**src/hdl/srt_pkg.sv**
```systemverilog
// Types and constants shared by the sorted record table modules.
`default_nettype none
package srt_pkg;
    localparam int TABLE_DEPTH = 64;
    localparam int KEY_CHARS = 8;
    localparam int KEY_W = 8 * KEY_CHARS;
    localparam int AW = $clog2(TABLE_DEPTH);
    localparam int CW = $clog2(TABLE_DEPTH + 1);
    localparam logic [63:0] KEY_MASK = {64{1'b1}} >> (64 - KEY_W);

    localparam logic [1:0] CMD_INSERT = 2'd0;
    localparam logic [1:0] CMD_DELETE = 2'd1;
    localparam logic [1:0] CMD_LOOKUP = 2'd2;
    localparam logic [1:0] CMD_READ   = 2'd3;

    typedef enum logic [1:0] {
        STAT_OK        = 2'd0,
        STAT_NOT_FOUND = 2'd1,
        STAT_FULL      = 2'd2,
        STAT_RANGE     = 2'd3
    } status_t;

    typedef enum logic [1:0] {
        OP_INSERT,
        OP_DELETE,
        OP_LOOKUP,
        OP_READ
    } op_t;

    typedef enum logic [2:0] {
        S_IDLE,
        S_INS_SCAN,
        S_INS_PUT,
        S_DEL_SCAN,
        S_LK_SCAN,
        S_RD_WAIT,
        S_EMIT
    } state_t;

    typedef struct packed {
        logic [63:0] name;
        logic [63:0] surname;
        logic [63:0] phone;
    } rec_t;

    typedef struct packed {
        op_t        op;
        rec_t       rec;
        logic [5:0] idx;
    } item_t;
endpackage
`default_nettype wire

```
**src/hdl/srt_front.sv**
```systemverilog
// Request intake: masks keys, decodes the command and queues requests for the sequencer.
`default_nettype none
module srt_front
    import srt_pkg::*;
(
    input  wire logic        clk,
    input  wire logic        rst_n,
    input  wire logic        push,
    output logic             full,
    input  wire logic [1:0]  command,
    input  wire logic [63:0] name_key,
    input  wire logic [63:0] surname_key,
    input  wire logic [63:0] phone_value,
    input  wire logic [5:0]  entry_index,
    output logic             q_valid,
    output item_t            q_item,
    input  wire logic        q_take
);
    item_t      slot_reg [2];
    logic       wr_ptr_reg, wr_ptr_next;
    logic       rd_ptr_reg, rd_ptr_next;
    logic [1:0] fill_reg, fill_next;
    item_t      new_item;
    logic       do_push, do_pop;

    always_comb
    begin
        case (command)
            CMD_INSERT: new_item.op = OP_INSERT;
            CMD_DELETE: new_item.op = OP_DELETE;
            CMD_LOOKUP: new_item.op = OP_LOOKUP;
            default:    new_item.op = OP_READ;
        endcase
        new_item.rec.name    = name_key & KEY_MASK;
        new_item.rec.surname = surname_key & KEY_MASK;
        new_item.rec.phone   = phone_value & KEY_MASK;
        new_item.idx         = entry_index;
    end

    assign full    = (fill_reg == 2'd2);
    assign q_valid = (fill_reg != 2'd0);
    assign q_item  = slot_reg[rd_ptr_reg];
    assign do_push = push && !full;
    assign do_pop  = q_take && q_valid;

    always_comb
    begin
        wr_ptr_next = do_push ? !wr_ptr_reg : wr_ptr_reg;
        rd_ptr_next = do_pop ? !rd_ptr_reg : rd_ptr_reg;
        fill_next   = fill_reg + {1'b0, do_push} - {1'b0, do_pop};
    end

    always_ff @(posedge clk or negedge rst_n)
    begin
        if (!rst_n)
        begin
            wr_ptr_reg <= 1'b0;
            rd_ptr_reg <= 1'b0;
            fill_reg   <= 2'd0;
        end
        else
        begin
            wr_ptr_reg <= wr_ptr_next;
            rd_ptr_reg <= rd_ptr_next;
            fill_reg   <= fill_next;
        end
    end

    always_ff @(posedge clk)
    begin
        if (do_push)
        begin
            slot_reg[wr_ptr_reg] <= new_item;
        end
    end
endmodule
`default_nettype wire

```
**config.mk**
```make
export PLATFORM = sky130hd
export DESIGN_NAME = srt_front
export DESIGN_NICKNAME = d
export VERILOG_FILES = /design/src/hdl/srt_pkg.sv /design/src/hdl/srt_front.sv
export SDC_FILE = /design/constraint.sdc
export NUM_CORES = 1
export LEC_CHECK = 0
export BUFFER_PORTS_ARGS = -buffer_cell sky130_fd_sc_hd__buf_2
export CAP_MARGIN = 10
export CORE_ASPECT_RATIO = 1.2
export CORE_UTILIZATION = 56
export DETAILED_ROUTE_END_ITERATION = 6
export GPL_TIMING_DRIVEN = 0
export PLACE_DENSITY = 0.85
export SLEW_MARGIN = 30
export SYNTH_ARGS = -nofsm -noshare
export SYNTH_HDL_FRONTEND = slang
export SYNTH_SLANG_ARGS = --single-unit
```
**constraint.sdc**
```tcl
create_clock -name clk -period 18.8 [get_ports clk]
set_clock_uncertainty 0.1 [all_clocks]
set_input_delay 1.88 -clock clk [delete_from_list [all_inputs] [get_ports clk]]
set_output_delay 1.88 -clock clk [all_outputs]
set_load 0.01 [all_outputs]
```
==> reports/results.txt <==
wire per inst - 20.9 um
clock-pin slew on the worst setup and hold paths - 0.06 ns
via count - 7752
Pwr Total - 2.94 mW
Max Root-Sink Buffers - 3
first-pass GRT wire length - 44.1 mm
hold path startpoint - fill_reg[1]$_DFF_PN0_
top cell type by total area after synthesis - edfxtp_1
initial DRC count - 279
Gate Count Post-Synth - 642
syn nets - 848
die footprint - 26900 um^2
max_slew headroom - 0.616
first-pass detailed-route iteration total - 4
Initial Utilization - 0.574
die span in y - 180 um
GP Congestion - 0.778
share of layout cells above drive strength 1 - 0.615
Core ar. - 25600 um^2
arrival time worst endpoint - 1.85 ns
Layout Area Growth over Synthesis - 27.1%
Synth area leaders - edfxtp_1, mux2_2, buf_6, dfrtp_1, xnor2_1
dpl hpwl - 21.4 mm
reg2reg setup slack - 16.34 ns
DR vias/cell - 5.31
vias in the first global route - 8249
Yosys reg bits - 404
routed wire length - 30.6 mm
row cnt - 64
worst-path fanout max - 10
Post-CTS Hold Fix Bufs - 0
CP Class - register to output pin
fill count - 1485
fin crit period - 3.83 ns
CP required - 16.82 ns
Slew @ Worst Pin - 0.575 ns
Async SR Flop Fraction - 0.00990
Slew Viols, Final - 0
TritonCTS clock tree - built
Sink Count - 404
Synth top cells by count - edfxtp_1, mux2_2, buf_6
most numerous cell in the Yosys netlist - edfxtp_1
Final setup viols - 0
Syn Area/Cell - 22.9 um^2
number of synthesized flops with an enable pin - 400
sequential area share after synthesis - 0.823
power density over the cells - 157 nW/um^2
Yosys warning count - 0
Leakage - 7.04 nW
worst min path class - register to register
area share of the largest cell type after synthesis - 0.816
port bufs - 403
GRT Overall Usage - 0.221
cells on worst reg2reg path - 7
H-tree depth - 2
clock root buffer - clkbuf_16
worst vdd ir - 0.138 mV
Synth Flop Type - edfxtp_1
initial antenna violation count - 10
reg-to-reg endpoint - slot_reg[0][181]$_DFFE_PP_
Final Hold Fails - 0
fmax - 261 MHz
pin count of the biggest net entering global routing - 48
Worst setup SP type - register
setup tns final - 0 ns
Cell Area, Synth - 14700 um^2
status - finished clean
max_cap viols - 0
cts repair resizes - 0
worst min-delay path endpoint - fill_reg[1]$_DFF_PN0_
crit end category - output pin
num ports - 406
clk_lat worst skew - 0.50 ns
postcts setup bufs - 0
setup repair after global routing missed its margin - no
Die X - 150 um
hold depth - 1
Largest register FFs - 400
CTS Buf Count - 37
post-synth cell types - 16
final net count - 1306
RR Startpoint - fill_reg[1]$_DFF_PN0_
Final Cycle Share - 0.204
Final ANT Viol Nets - 0
Congestion Overflow GR - 0
DRC violations left - 0
## cell families (layout without fill, tap and decap cells)
group | after synthesis | after routing | synth area share
XOR/XNOR | 4 | 4 | 0.00238
adder cells (fa/ha/maj) | 2 | 2 | 0.00170
buffers and inverters | 26 | 507 | 0.0174
flip-flops | 404 | 404 | 0.823
multiplexers | 200 | 200 | 0.153
other | 0 | 8 | 0
AND/OR/NAND/NOR | 6 | 6 | 0.00238
## worst max-delay path: stages, from the launching register on
cell     delay [ns]
dfrtp_1        0.41
buf_6          0.21
buf_6          0.19
mux2_2         0.39
buf_2          0.15
## how the worst max path moves through the flow
stage | start | end | slack, ns | depth (start not counted)
final | rd_ptr_reg$_DFFE_PN0P_ | q_item[3] | 14.97 | 4
after detailed placement | push | slot_reg[0][182]$_DFFE_PP_ | 14.97 | 7
after global routing | rd_ptr_reg$_DFFE_PN0P_ | q_item[182] | 14.89 | 4
after global placement | push | slot_reg[0][159]$_DFFE_PP_ | 3.38 | 3
after floorplan | push | slot_reg[0][0]$_DFFE_PP_ | 7.67 | 2
after CTS | rd_ptr_reg$_DFFE_PN0P_ | q_item[3] | 14.91 | 4
## metal layers
layer	part of all wire	routed length (um)	vias to the layer above	global-route usage
li1	-	-	3495	-
met1	0.33	10100	3806	0.226
met2	0.54	16500	363	0.405
met3	0.088	2680	84	0.0635
met4	0.042	1270	4	0.107
met5	0.00075	23	-	0
## layout by cell type (no fill, tap or decap), drive strengths merged, types with 3 or more instances in the layout
master	Yosys	final
clkinv	0	13
clkbuf	2	46
buf	22	441
inv	2	3
dfrtp	4	4
edfxtp	400	400
diode	0	8
mux2	200	200
xnor2	3	3
bufinv	0	4
## through the flow
step / utilization / hold slack, ns / cell area [um^2] / setup slack [ns] / instances
floorplan: - / 0.351 / 14700 / 7.67 / 642
global placement: 0.669 / 0.377 / 17100 / 3.38 / 1375
detailed placement: 0.685 / 0.382 / 17500 / 14.97 / 1391
CTS: 0.729 / 0.404 / 18700 / 14.91 / 1453
global route: 0.730 / 0.430 / 18700 / 14.89 / 1461
finish: 0.730 / 0.403 / 18700 / 14.97 / 1461
## final cells by class
class | instances | area, um^2 | share of cell area
clock inverters | 18 | 183 | 0.00977
flip-flops and latches | 404 | 12100 | 0.648
multi-input cells | 212 | 2360 | 0.126
clock buffers | 44 | 952 | 0.0509
repair buffers | 419 | 2400 | 0.128
diodes | 8 | 20.0 | 0.00107
inverters | 2 | 7.51 | 0.000401
plain buffers | 24 | 249 | 0.0133
well taps | 330 | 413 | 0.0221
## power breakdown
part	total, mW	internal (mW)	switching (mW)
Combinational	0.954	0.450	0.503
Sequential	1.28	1.23	0.0475
Clock	0.711	0.415	0.296
Total	2.94	2.09	0.847
(Power assumes the default switching activity.)
